File: config.mk
export PLATFORM = sky130hd
export DESIGN_NAME = jpeg_header_dimension_scanner_top
export DESIGN_NICKNAME = d
export VERILOG_FILES = /design/src/hw/rtl/jhds_pkg.sv /design/src/hw/rtl/jpeg_header_dimension_scanner_top.sv /design/src/hw/rtl/jhds_in_reg.sv /design/src/hw/rtl/jhds_parser.sv /design/src/hw/rtl/jhds_out_reg.sv
export SDC_FILE = /design/constraint.sdc
export NUM_CORES = 1
export LEC_CHECK = 0
export BUFFER_PORTS_ARGS = -buffer_cell sky130_fd_sc_hd__buf_2
export CAP_MARGIN = 20
export CORE_MARGIN = 10
export CORE_UTILIZATION = 40
export DETAILED_ROUTE_END_ITERATION = 8
export GPL_TIMING_DRIVEN = 0
export PLACE_DENSITY_LB_ADDON = 0.1
export SYNTH_ARGS = -nofsm -noshare
export SYNTH_HDL_FRONTEND = slang
export SYNTH_HIERARCHICAL = 1
export SYNTH_SLANG_ARGS = --single-unit
File: constraint.sdc
create_clock -name clk_i -period 5.4 [get_ports clk_i]
set_clock_uncertainty 0.2 [all_clocks]
set_input_delay 0 -clock clk_i [delete_from_list [all_inputs] [get_ports clk_i]]
set_output_delay 0 -clock clk_i [all_outputs]
set_load 0.01 [all_outputs]
File: src/hw/rtl/jhds_pkg.sv
// ----------------------------------------------------------------------------
// JPEG header scanner package
// Shared types and marker constants for the header dimension scanner.
// ----------------------------------------------------------------------------
`default_nettype none

package jhds_pkg;

  // Parse position within the marker segment walk
  typedef enum logic [2:0] {
    PH_SOI0,
    PH_SOI1,
    PH_PREFIX,
    PH_CODE,
    PH_LEN0,
    PH_LEN1,
    PH_FRAME,
    PH_SKIP
  } phase_e;

  // Result status codes
  typedef enum logic [3:0] {
    ST_OK        = 4'd0,
    ST_TRUNC     = 4'd1,
    ST_BADSTART  = 4'd2,
    ST_NOPREFIX  = 4'd3,
    ST_FFMARKER  = 4'd4,
    ST_SHORTLEN  = 4'd5,
    ST_EOI       = 4'd6,
    ST_ZEROSIZE  = 4'd7,
    ST_SHORTSOF  = 4'd8
  } status_e;

  localparam logic [7:0]  MarkerPrefix = 8'hFF;
  localparam logic [7:0]  CodeSoi      = 8'hD8;
  localparam logic [7:0]  CodeEoi      = 8'hD9;
  localparam logic [7:0]  CodeSos      = 8'hDA;
  localparam logic [15:0] MinSegLen    = 16'd2;
  localparam logic [15:0] MinSofLen    = 16'd7;

  // One byte beat of the stream
  typedef struct packed {
    logic [7:0] data_byte;
    logic       first_byte;
    logic       final_byte;
  } beat_t;

  // One result beat
  typedef struct packed {
    status_e     status;
    logic [15:0] image_width;
    logic [15:0] image_height;
  } result_t;

  // Frame header codes: C0..CF except C2, C4, C8, CC
  function automatic logic is_frame_code(input logic [7:0] code);
    logic in_range;
    in_range = (code[7:4] == 4'hC);
    return in_range && (code != 8'hC2) && (code != 8'hC4) &&
           (code != 8'hC8) && (code != 8'hCC);
  endfunction

endpackage

`default_nettype wire

File: src/hw/rtl/jpeg_header_dimension_scanner_top.sv
// ----------------------------------------------------------------------------
// JPEG header dimension scanner
// Parses JPEG marker segments byte by byte and reports image size at SOS, or an error status.
// ----------------------------------------------------------------------------
//  channel | handshake              | payload
//  --------+------------------------+-------------------------------------------
//  in      | in_valid_i/in_ready_o  | data_byte_i, first_byte_i, final_byte_i
//  out     | out_valid_o/out_ready_i| status_o, image_width_o, image_height_o
//
//  One byte beat per cycle while the output is not stalled; a byte waits in the
//  input register, then parse logic loads any result it decides into the output
//  register.
//  Reset clears the parse state; bytes after reset parse as a new file.
//  A stall on the output holds the input register, which then drops in_ready_o.
// ----------------------------------------------------------------------------
`default_nettype none

module jpeg_header_dimension_scanner_top (
  input  logic        clk_i,
  input  logic        rst_ni,
  input  logic        in_valid_i,
  output logic        in_ready_o,
  input  logic [7:0]  data_byte_i,
  input  logic        first_byte_i,
  input  logic        final_byte_i,
  output logic        out_valid_o,
  input  logic        out_ready_i,
  output logic [3:0]  status_o,
  output logic [15:0] image_width_o,
  output logic [15:0] image_height_o
);
  import jhds_pkg::*;

  beat_t   in_beat, beat;
  logic    beat_valid;
  logic    space;
  logic    adv;
  logic    res_valid;
  result_t res, out_res;

  assign in_beat.data_byte  = data_byte_i;
  assign in_beat.first_byte = first_byte_i;
  assign in_beat.final_byte = final_byte_i;

  // Consume the held beat whenever the output side has room
  assign adv = beat_valid && space;

  jhds_in_reg u_in_reg (
    .clk_i        (clk_i),
    .rst_ni       (rst_ni),
    .in_valid_i   (in_valid_i),
    .in_ready_o   (in_ready_o),
    .beat_i       (in_beat),
    .consume_i    (adv),
    .beat_valid_o (beat_valid),
    .beat_o       (beat)
  );

  jhds_parser u_parser (
    .clk_i       (clk_i),
    .rst_ni      (rst_ni),
    .adv_i       (adv),
    .beat_i      (beat),
    .res_valid_o (res_valid),
    .res_o       (res)
  );

  jhds_out_reg u_out_reg (
    .clk_i       (clk_i),
    .rst_ni      (rst_ni),
    .load_i      (res_valid),
    .res_i       (res),
    .space_o     (space),
    .out_valid_o (out_valid_o),
    .out_ready_i (out_ready_i),
    .res_o       (out_res)
  );

  assign status_o       = 4'(out_res.status);
  assign image_width_o  = out_res.image_width;
  assign image_height_o = out_res.image_height;

endmodule

`default_nettype wire

File: src/hw/rtl/jhds_in_reg.sv
// ----------------------------------------------------------------------------
// JPEG header scanner input register
// Holds one accepted byte beat until the parser consumes it.
// ----------------------------------------------------------------------------
`default_nettype none

module jhds_in_reg (
  input  logic            clk_i,
  input  logic            rst_ni,
  input  logic            in_valid_i,
  output logic            in_ready_o,
  input  jhds_pkg::beat_t beat_i,
  input  logic            consume_i,
  output logic            beat_valid_o,
  output jhds_pkg::beat_t beat_o
);
  import jhds_pkg::*;

  logic  valid_q;
  beat_t beat_q;

  // Take a new beat when empty or when the held one leaves this cycle
  assign in_ready_o   = !valid_q || consume_i;
  assign beat_valid_o = valid_q;
  assign beat_o       = beat_q;

  always_ff @(posedge clk_i or negedge rst_ni) begin
    if (!rst_ni) begin
      valid_q <= 1'b0;
    end else if (in_ready_o) begin
      valid_q <= in_valid_i;
    end
  end

  always_ff @(posedge clk_i) begin
    if (in_ready_o && in_valid_i) begin
      beat_q <= beat_i;
    end
  end

endmodule

`default_nettype wire

File: src/hw/rtl/jhds_parser.sv
// ----------------------------------------------------------------------------
// JPEG header scanner parse engine
// Walks the marker segments one byte per beat and decides the result.
// ----------------------------------------------------------------------------
`default_nettype none

module jhds_parser (
  input  logic              clk_i,
  input  logic              rst_ni,
  input  logic              adv_i,
  input  jhds_pkg::beat_t   beat_i,
  output logic              res_valid_o,
  output jhds_pkg::result_t res_o
);
  import jhds_pkg::*;

  phase_e      phase_q, phase_d;
  logic [7:0]  marker_q, marker_d;
  logic [7:0]  len_hi_q, len_hi_d;
  logic [15:0] left_q, left_d;
  logic [2:0]  field_q, field_d;
  logic [15:0] width_q, width_d;
  logic [15:0] height_q, height_d;
  logic        done_q, done_d;

  // Current view after an optional restart
  phase_e      ph_c;
  logic [7:0]  mk_c, lh_c;
  logic [15:0] left_c, w_c, h_c;
  logic [2:0]  fld_c;
  logic        done_c;

  logic [15:0] seg_len;
  logic [15:0] left_dec;
  logic        hit;
  status_e     st;
  logic [7:0]  b;

  assign b = beat_i.data_byte;

  // Restart view: first byte clears everything before parsing
  always_comb begin
    if (beat_i.first_byte) begin
      ph_c = PH_SOI0; mk_c = '0; lh_c = '0; left_c = '0;
      fld_c = '0; w_c = '0; h_c = '0; done_c = 1'b0;
    end else begin
      ph_c = phase_q; mk_c = marker_q; lh_c = len_hi_q; left_c = left_q;
      fld_c = field_q; w_c = width_q; h_c = height_q; done_c = done_q;
    end
  end

  assign seg_len  = {lh_c, b};
  assign left_dec = (left_c != '0) ? left_c - 16'd1 : left_c;

  // Next state and result decision
  always_comb begin
    phase_d  = ph_c;
    marker_d = mk_c;
    len_hi_d = lh_c;
    left_d   = left_c;
    field_d  = fld_c;
    width_d  = w_c;
    height_d = h_c;
    done_d   = done_c;
    hit      = 1'b0;
    st       = ST_OK;

    if (!done_c) begin
      unique case (ph_c)
        PH_SOI0: begin
          marker_d = b;
          phase_d  = PH_SOI1;
        end
        PH_SOI1: begin
          if (mk_c != MarkerPrefix || b != CodeSoi) begin
            hit = 1'b1; st = ST_BADSTART;
          end else begin
            phase_d = PH_PREFIX;
          end
        end
        PH_PREFIX: begin
          if (b != MarkerPrefix) begin
            hit = 1'b1; st = ST_NOPREFIX;
          end else begin
            phase_d = PH_CODE;
          end
        end
        PH_CODE: begin
          if (b == MarkerPrefix) begin
            hit = 1'b1; st = ST_FFMARKER;
          end else begin
            marker_d = b;
            phase_d  = PH_LEN0;
          end
        end
        PH_LEN0: begin
          len_hi_d = b;
          phase_d  = PH_LEN1;
        end
        PH_LEN1: begin
          left_d = seg_len - MinSegLen;
          priority if (seg_len < MinSegLen) begin
            hit = 1'b1; st = ST_SHORTLEN;
          end else if (mk_c == CodeSos) begin
            hit = 1'b1;
            st  = (w_c != '0 && h_c != '0) ? ST_OK : ST_ZEROSIZE;
          end else if (mk_c == CodeEoi) begin
            hit = 1'b1; st = ST_EOI;
          end else if (is_frame_code(mk_c)) begin
            if (seg_len < MinSofLen) begin
              hit = 1'b1; st = ST_SHORTSOF;
            end else begin
              field_d = '0;
              phase_d = PH_FRAME;
            end
          end else begin
            phase_d = (seg_len == MinSegLen) ? PH_PREFIX : PH_SKIP;
          end
        end
        PH_FRAME: begin
          unique case (fld_c)
            3'd1:    height_d = {b, h_c[7:0]};
            3'd2:    height_d = {h_c[15:8], b};
            3'd3:    width_d  = {b, w_c[7:0]};
            3'd4:    width_d  = {w_c[15:8], b};
            default: ;
          endcase
          left_d = left_dec;
          if (fld_c >= 3'd4) begin
            phase_d = (left_dec == '0) ? PH_PREFIX : PH_SKIP;
          end else begin
            field_d = fld_c + 3'd1;
          end
        end
        PH_SKIP: begin
          left_d = left_dec;
          if (left_dec == '0) begin
            phase_d = PH_PREFIX;
          end
        end
        default: ;
      endcase

      // Early end of data when this byte gave nothing
      if (!hit && beat_i.final_byte) begin
        hit = 1'b1; st = ST_TRUNC;
      end
      if (hit) begin
        done_d = 1'b1;
      end
    end
  end

  assign res_valid_o        = adv_i && hit;
  assign res_o.status       = st;
  assign res_o.image_width  = (st == ST_OK) ? w_c : '0;
  assign res_o.image_height = (st == ST_OK) ? h_c : '0;

  // Parse state: advance on each consumed beat
  always_ff @(posedge clk_i or negedge rst_ni) begin
    if (!rst_ni) begin
      phase_q  <= PH_SOI0;
      marker_q <= '0;
      len_hi_q <= '0;
      left_q   <= '0;
      field_q  <= '0;
      width_q  <= '0;
      height_q <= '0;
      done_q   <= 1'b0;
    end else if (adv_i) begin
      phase_q  <= phase_d;
      marker_q <= marker_d;
      len_hi_q <= len_hi_d;
      left_q   <= left_d;
      field_q  <= field_d;
      width_q  <= width_d;
      height_q <= height_d;
      done_q   <= done_d;
    end
  end

endmodule

`default_nettype wire

File: src/hw/rtl/jhds_out_reg.sv
// ----------------------------------------------------------------------------
// JPEG header scanner output register
// Holds one result beat until the consumer takes it.
// ----------------------------------------------------------------------------
`default_nettype none

module jhds_out_reg (
  input  logic              clk_i,
  input  logic              rst_ni,
  input  logic              load_i,
  input  jhds_pkg::result_t res_i,
  output logic              space_o,
  output logic              out_valid_o,
  input  logic              out_ready_i,
  output jhds_pkg::result_t res_o
);
  import jhds_pkg::*;

  logic    valid_q;
  result_t res_q;

  // Room for a new result when empty or draining this cycle
  assign space_o     = !valid_q || out_ready_i;
  assign out_valid_o = valid_q;
  assign res_o       = res_q;

  always_ff @(posedge clk_i or negedge rst_ni) begin
    if (!rst_ni) begin
      valid_q <= 1'b0;
    end else if (space_o) begin
      valid_q <= load_i;
    end
  end

  always_ff @(posedge clk_i) begin
    if (load_i) begin
      res_q <= res_i;
    end
  end

endmodule

`default_nettype wire
==> impl_metrics.json, run 1 <==
{
  "status": "finished, final reports clean",
  "critPathRequiredTime_ns": 5.55,
  "track_usage_pct": 18.1,
  "cts_resized": 0,
  "endpoint": "u_parser/width_q[13]$_DFFE_PN0P_",
  "syn_area_per_cell_sq_um": 10.3,
  "remaining_drc_errors": 0,
  "ir_drop_mv": 0.270,
  "io-pin-count": 52,
  "die_h_um": 146,
  "clock_latency_ns": 0.42,
  "place_congestion": 0.928,
  "port_buffers": 51,
  "p_per_area_mw_per_mm2": 373,
  "synth_top_area_share_pct": 29.0,
  "cp-start-kind": "flop",
  "synth.most_common_cell": "dfrtp_1",
  "finalMaxSlewViolations": 0,
  "cts.clk_slew.worst_paths_ns": 0.06,
  "max_stage_delay_ns": 0.82,
  "cp_max_fo": 10,
  "grt-ovfl-total": 0,
  "num_rows": 45,
  "final_util_pct": 49.8,
  "tightest_slew_ns": 1.01,
  "yosys.area_share.simple_pct": 21.2,
  "antennaDiodeCount": 0,
  "path_class": "reg -> reg",
  "hold_viol": 0,
  "synth_compound_area_share_pct": 20.8,
  "synth_mux_area_share_pct": 0.675,
  "wl_per_cell_um": 20.7,
  "cap_violations": 0,
  "crit_slowest_cell": "nor3b_1",
  "synth_top_area_cell": "dfrtp_1",
  "r2r_slack_ns": 1.18,
  "antenna_found_initial": 0,
  "synth_ff_type": "dfrtp_1",
  "period_needed_ns": 4.22,
  "antenna_left": 0,
  "drive_gt1_share_pct": 14.8,
  "die-area_sq_mm": 0.0212,
  "p_leak_nw": 3.18,
  "clock_tree.root_cell": "clkbuf_16",
  "fin_crit_sh_pct": 78.2,
  "wirelength_um": 19200,
  "nets": 724,
  "r2r-start": "u_in_reg/beat_o[1]$_DFFE_PP_",
  "slew_headroom_pct": 32.2,
  "finalSetupViolCount": 0,
  "netlist_instances": 615,
  "synth_xor_area_share_pct": 1.53,
  "synth.area.top_cells": "dfrtp_1 29%, edfxtp_1 22%, a22o_1 7.1%",
  "avgViaCountPerCell": 5.98,
  "grt_pass1_wl_um": 30700,
  "initial_core_util_pct": 41.2,
  "reg2reg_depth": 10,
  "fp.dieW_um": 146,
  "core_sq_mm": 0.0153,
  "syn2layout_area_growth_pct": 20.9,
  "async_flop_share_pct": 61.3,
  "cp_cell_sequence": "clkbuf_1 -> inv_2 -> clkbuf_1 -> clkbuf_1 -> nand2_1 -> inv_1 -> ha_1 -> ha_1 -> nor3b_1 -> a22o_1",
  "cp_common_cell": "clkbuf_1",
  "synth-adder-area-share_pct": 1.39,
  "synth_edf_count": 46,
  "syn-num-nets": 636,
  "cp.arrival_ns": 4.37,
  "timing.fmax_mhz": 237,
  "synth_top_family_by_area": "simple AND/OR/NAND/NOR gates",
  "dr.first_iter.drc_count": 624,
  "grt_pass1_vias": 5435,
  "startpoint": "u_in_reg/beat_o[1]$_DFFE_PP_",
  "synth_cell_types": 74,
  "htree_levels": 4,
  "rr_endpoint": "u_parser/width_q[13]$_DFFE_PN0P_",
  "syn_area_sq_mm": 0.00631,
  "hp-class": "in -> reg",
  "tns_ns": 0,
  "cts_tree": "done",
  "dp_hpwl_um": 13300,
  "grt_max_degree": 42,
  "cp-end-kind": "flop",
  "ys_ff_latch": 119,
  "firstDrtPassIters": 6,
  "cts.sinks": 119,
  "clockBufferDepth": 2,
  "yosysWarnings": 6,
  "cts_buffers": 17,
  "yosys-top-cells-count": "73 x dfrtp_1, 51 x a22o_1, 49 x nand2_1",
  "rsz0062_at_grt": "no",
  "vias": 5540,
  "seq_area_frac_synth_pct": 50.9
}
[how the worst min path moves through the flow]
stage                     slack, ns           start  cells past startpoint                                end
after floorplan               -0.50          rst_ni                      0  u_in_reg/beat_valid_o$_DFFE_PN0P_
after global placement        -0.02  data_byte_i[3]                      1       u_in_reg/beat_o[5]$_DFFE_PP_
after detailed placement      -0.22          rst_ni                      1    u_parser/width_q[8]$_DFFE_PN0P_
after CTS                      0.08  data_byte_i[2]                      2       u_in_reg/beat_o[4]$_DFFE_PP_
after global routing           0.09  data_byte_i[5]                      2       u_in_reg/beat_o[7]$_DFFE_PP_
final                          0.09  data_byte_i[2]                      2       u_in_reg/beat_o[4]$_DFFE_PP_
[layer usage]
layer	share of wire (%)	vias up	GRT usage [%]
met3	7.9	35	4.69
met2	45	247	28.0
met5	0	-	0
met1	45	2729	24.2
met4	1.8	0	5.86
li1	-	2529	-
[kinds of logic after synthesis]
| group | Yosys count |
|---|---|
| flip-flops | 119 |
| AND/OR/NAND/NOR | 243 |
| adder cells (fa/ha/maj) | 7 |
| buffers and inverters | 52 |
| XOR/XNOR | 11 |
| AO/OA/AOI/OAI | 179 |
| multiplexers | 4 |
[power breakdown]
part | internal, mW | total, mW | switching [mW]
Sequential | 1.06 | 1.13 | 0.0685
Combinational | 0.220 | 0.646 | 0.426
Clock | 0.655 | 1.07 | 0.412
[metrics by stage]
step	area (sq um)	worst slack, ns	power (mW)	hold WS, ns	std cells
3_3_place_gp	6830	0.0326	1.75	-0.0237	877
3_5_place_dp	6890	1.30	1.77	-0.218	879
4_1_cts	7620	1.22	2.85	0.0781	927
5_1_grt	7620	0.994	2.97	0.0949	927
6_report	7620	1.18	2.84	0.0877	927
2_1_floorplan	6310	1.05	1.53	-0.496	615
[what timing repair did]
item,CTS,global route
buffers inserted,0,0
hold endpoints to repair,95,0
hold buffers,16,0
[final cells by class]
cell class | instances | area, sq um
timing repair buffer | 69 | 475
tap | 211 | 264
fill | 1435 | 7690
clock buffer | 21 | 460
multi-input combinational | 444 | 2890
sequential | 119 | 3210
inverter | 11 | 41.3
clock inverter | 11 | 100
buffer | 41 | 186
[critical path: cells and delay by family (launching register included)]
family                   cells  cell delay (ns)
flip-flops                   1             0.51
adder cells (fa/ha/maj)      2             0.35
AND/OR/NAND/NOR              2             1.04
buffers and inverters        5             1.79
AO/OA/AOI/OAI                1             0.25
[state kept, by name (all words and copies together), names as in the netlist]
signal,flops
u_in_reg/beat_o,10
u_in_reg/beat_valid_o,1
u_out_reg/out_valid_o,1
u_out_reg/res_o,36
u_parser/done_q,1
u_parser/field_q,3
u_parser/height_q,16
u_parser/left_q,16
u_parser/len_hi_q,8
u_parser/marker_q,8
u_parser/phase_q,3
u_parser/width_q,16
[cell usage in the layout (no fill, tap or decap), types with 5 or more instances in the layout]
cell / instances
a21oi_1: 23
xnor2_1: 6
nor4_1: 20
ha_1: 7
clkbuf_16: 17
nor3b_1: 6
o21ai_1: 11
edfxtp_1: 46
dfrtp_1: 73
a31oi_1: 10
nand2_1: 49
o21ai_0: 23
and3_1: 5
buf_2: 52
or3_1: 6
xor2_1: 5
nor3_1: 19
nand4_1: 10
dlygate4sd3_1: 15
and2_1: 37
a211oi_1: 7
inv_1: 9
a22o_1: 51
clkbuf_1: 35
o22ai_1: 7
nor2_1: 39
nand3_1: 11
nor2b_1: 11
(Power assumes the default switching activity.)
==> run 2, diff against run 1 <==
- clock period: 5.4 -> 4.1 ns (I/O delays scaled with it)
==> impl_metrics.json, run 2 (same netlist as run 1, synthesis figures left out) <==
{
  "status": "finished, final reports clean",
  "largest_reg_flops": 36,
  "timing.fmax_mhz": 263,
  "p_per_area_mw_per_mm2": 493,
  "place_ws_ns": -0.0654,
  "path_class": "reg -> reg",
  "clockPowerShare_pct": 37.9,
  "setup_slack_ns": 0.298,
  "antenna_left": 0,
  "syn2layout_area_growth_pct": 21.0,
  "avgViaCountPerCell": 5.93,
  "power_frac_comb_pct": 22.6,
  "place_congestion": 0.964,
  "critPathRequiredTime_ns": 4.23,
  "num-fill-cells": 1466,
  "p_leak_nw": 3.19,
  "dp_hpwl_um": 13600,
  "tightest_slew_ns": 0.982,
  "instances_no_fill": 927,
  "cap_violations": 0,
  "place_inst": 879,
  "hold_viol": 0,
  "final_common_cell": "dfrtp_1",
  "hp-class": "in -> reg",
  "cts.clk_slew.worst_paths_ns": 0.06,
  "clock_latency_ns": 0.43,
  "power.switching_mw": 1.23,
  "finalSetupViolCount": 0,
  "nets": 724,
  "finalMaxSlewViolations": 0,
  "die-area_sq_mm": 0.0212,
  "remaining_drc_errors": 0,
  "clockBufferDepth": 2,
  "io-pin-count": 52,
  "grt_max_degree": 38,
  "fin_crit_sh_pct": 92.7,
  "cts.sinks": 119,
  "totalPowerFinal_mw": 3.76,
  "dr.first_iter.drc_count": 553,
  "grt_pass1_vias": 5474,
  "antennaDiodeCount": 0,
  "antenna_found_initial": 0,
  "cp-end-kind": "flop",
  "cp_max_fo": 10,
  "drive_gt1_share_pct": 15.6,
  "vias": 5494,
  "p_int_mw": 2.53,
  "rsz0062_at_grt": "no",
  "grt_pass1_wl_um": 30700,
  "wl_per_cell_um": 20.9,
  "ir_drop_mv": 0.307,
  "cts_setup_buffers": 0,
  "cp-start-kind": "flop",
  "cts_tree": "done",
  "cts_buffers": 17,
  "grt-ovfl-total": 0,
  "period_needed_ns": 3.80,
  "clock_tree.root_cell": "clkbuf_16",
  "initial_core_util_pct": 41.2,
  "port_buffers": 51,
  "track_usage_pct": 18.4,
  "slew_headroom_pct": 34.0,
  "die_h_um": 146,
  "num_rows": 45,
  "wirelength_um": 19300,
  "fp.dieW_um": 146,
  "cp.arrival_ns": 3.93,
  "layout_common_cells": "73 x dfrtp_1, 52 x buf_2, 51 x a22o_1",
  "core_sq_mm": 0.0153,
  "htree_levels": 4,
  "pwr-share-seq_pct": 39.6,
  "firstDrtPassIters": 6,
  "power_switching_share_pct": 32.8
}
run 2: cell types whose count changed in the layout (fill, tap and decap cells not counted), sizes merged:
cell,previous run,this run
clkbuf,54,50
clkinv,5,4
inv,12,17
run 2: worst max-delay path, cell delays in order, from the launching register on:
cell and delay [ns]:
edfxtp_1 0.51, clkbuf_4 0.31, inv_2 0.09, clkbuf_1 0.30
nand2_1 0.17, ha_1 0.29, or3b_1 0.49, or4_1 0.48
nand4bb_1 0.15, a211oi_1 0.09, a31oi_1 0.25, nor2_1 0.10
o32ai_1 0.27
run 2: routing by layer:
layer	track usage, %	wire [um]	vias to the layer above
met5	0	0	-
met4	7.18	425	0
met3	4.91	1290	36
met2	27.5	8720	222
met1	24.7	8900	2711
li1	-	-	2525
run 2: worst paths after layout:
| check | startpoint | end | slack [ns] | depth (start not counted) |
|---|---|---|---|---|
| worst max register to register | u_in_reg/beat_o[1]$_DFFE_PP_ | u_parser/phase_q[2]$_DFFE_PN0P_ | 0.30 | 12 |
| worst min-delay path | data_byte_i[0] | u_in_reg/beat_o[2]$_DFFE_PP_ | 0.09 | 2 |
| min in group asynchronous | rst_ni | u_parser/width_q[10]$_DFFE_PN0P_ | 0.44 | 4 |
| worst max-delay path | u_in_reg/beat_o[1]$_DFFE_PP_ | u_parser/phase_q[2]$_DFFE_PN0P_ | 0.30 | 12 |
| max in group asynchronous | rst_ni | u_parser/marker_q[1]$_DFFE_PN0P_ | 3.05 | 4 |
| worst min register to register | u_parser/field_q[1]$_DFFE_PN0P_ | u_parser/field_q[1]$_DFFE_PN0P_ | 0.31 | 1 |
run 2: power groups by stage:
stage / registers [mW] / logic, mW / clock network, mW
final: 1.49 / 0.849 / 1.43
after global placement: 1.51 / 0.800 / 0
after CTS: 1.49 / 0.844 / 1.45
after detailed placement: 1.51 / 0.826 / 0
after global routing: 1.50 / 0.932 / 1.51
after floorplan: 1.53 / 0.486 / 0
run 2: repair_timing:
action                                 in CTS  in global routing
gates resized for setup                     1                  6
setup endpoints to repair                   8                 11
pin swaps                                   0                  0
endpoints found under the hold margin      95                  0
hold buffers                               16                  0
run 2: cell type report:
| type | count | area [sq um] | share of cell area (%) |
|---|---|---|---|
| clock buffer | 17 | 425 | 5.58 |
| buffer | 41 | 191 | 2.51 |
| tap | 211 | 264 | 3.46 |
| clock inverter | 15 | 140 | 1.84 |
| sequential | 119 | 3210 | 42.1 |
| inverter | 11 | 41.3 | 0.541 |
| multi-input combinational | 444 | 2890 | 37.9 |
| timing repair buffer | 69 | 468 | 6.13 |
run 2: through the flow:
step           util (%)  area (sq um)  hold WS, ns  TNS (ns)
6_report           49.8          7630       0.0876         0
5_1_grt            49.8          7630       0.0898         0
4_1_cts            49.8          7620       0.0670         0
3_5_place_dp       44.9          6880       -0.183    -0.463
3_3_place_gp       44.6          6830      -0.0222    -0.592
2_1_floorplan         -          6310       -0.496         0
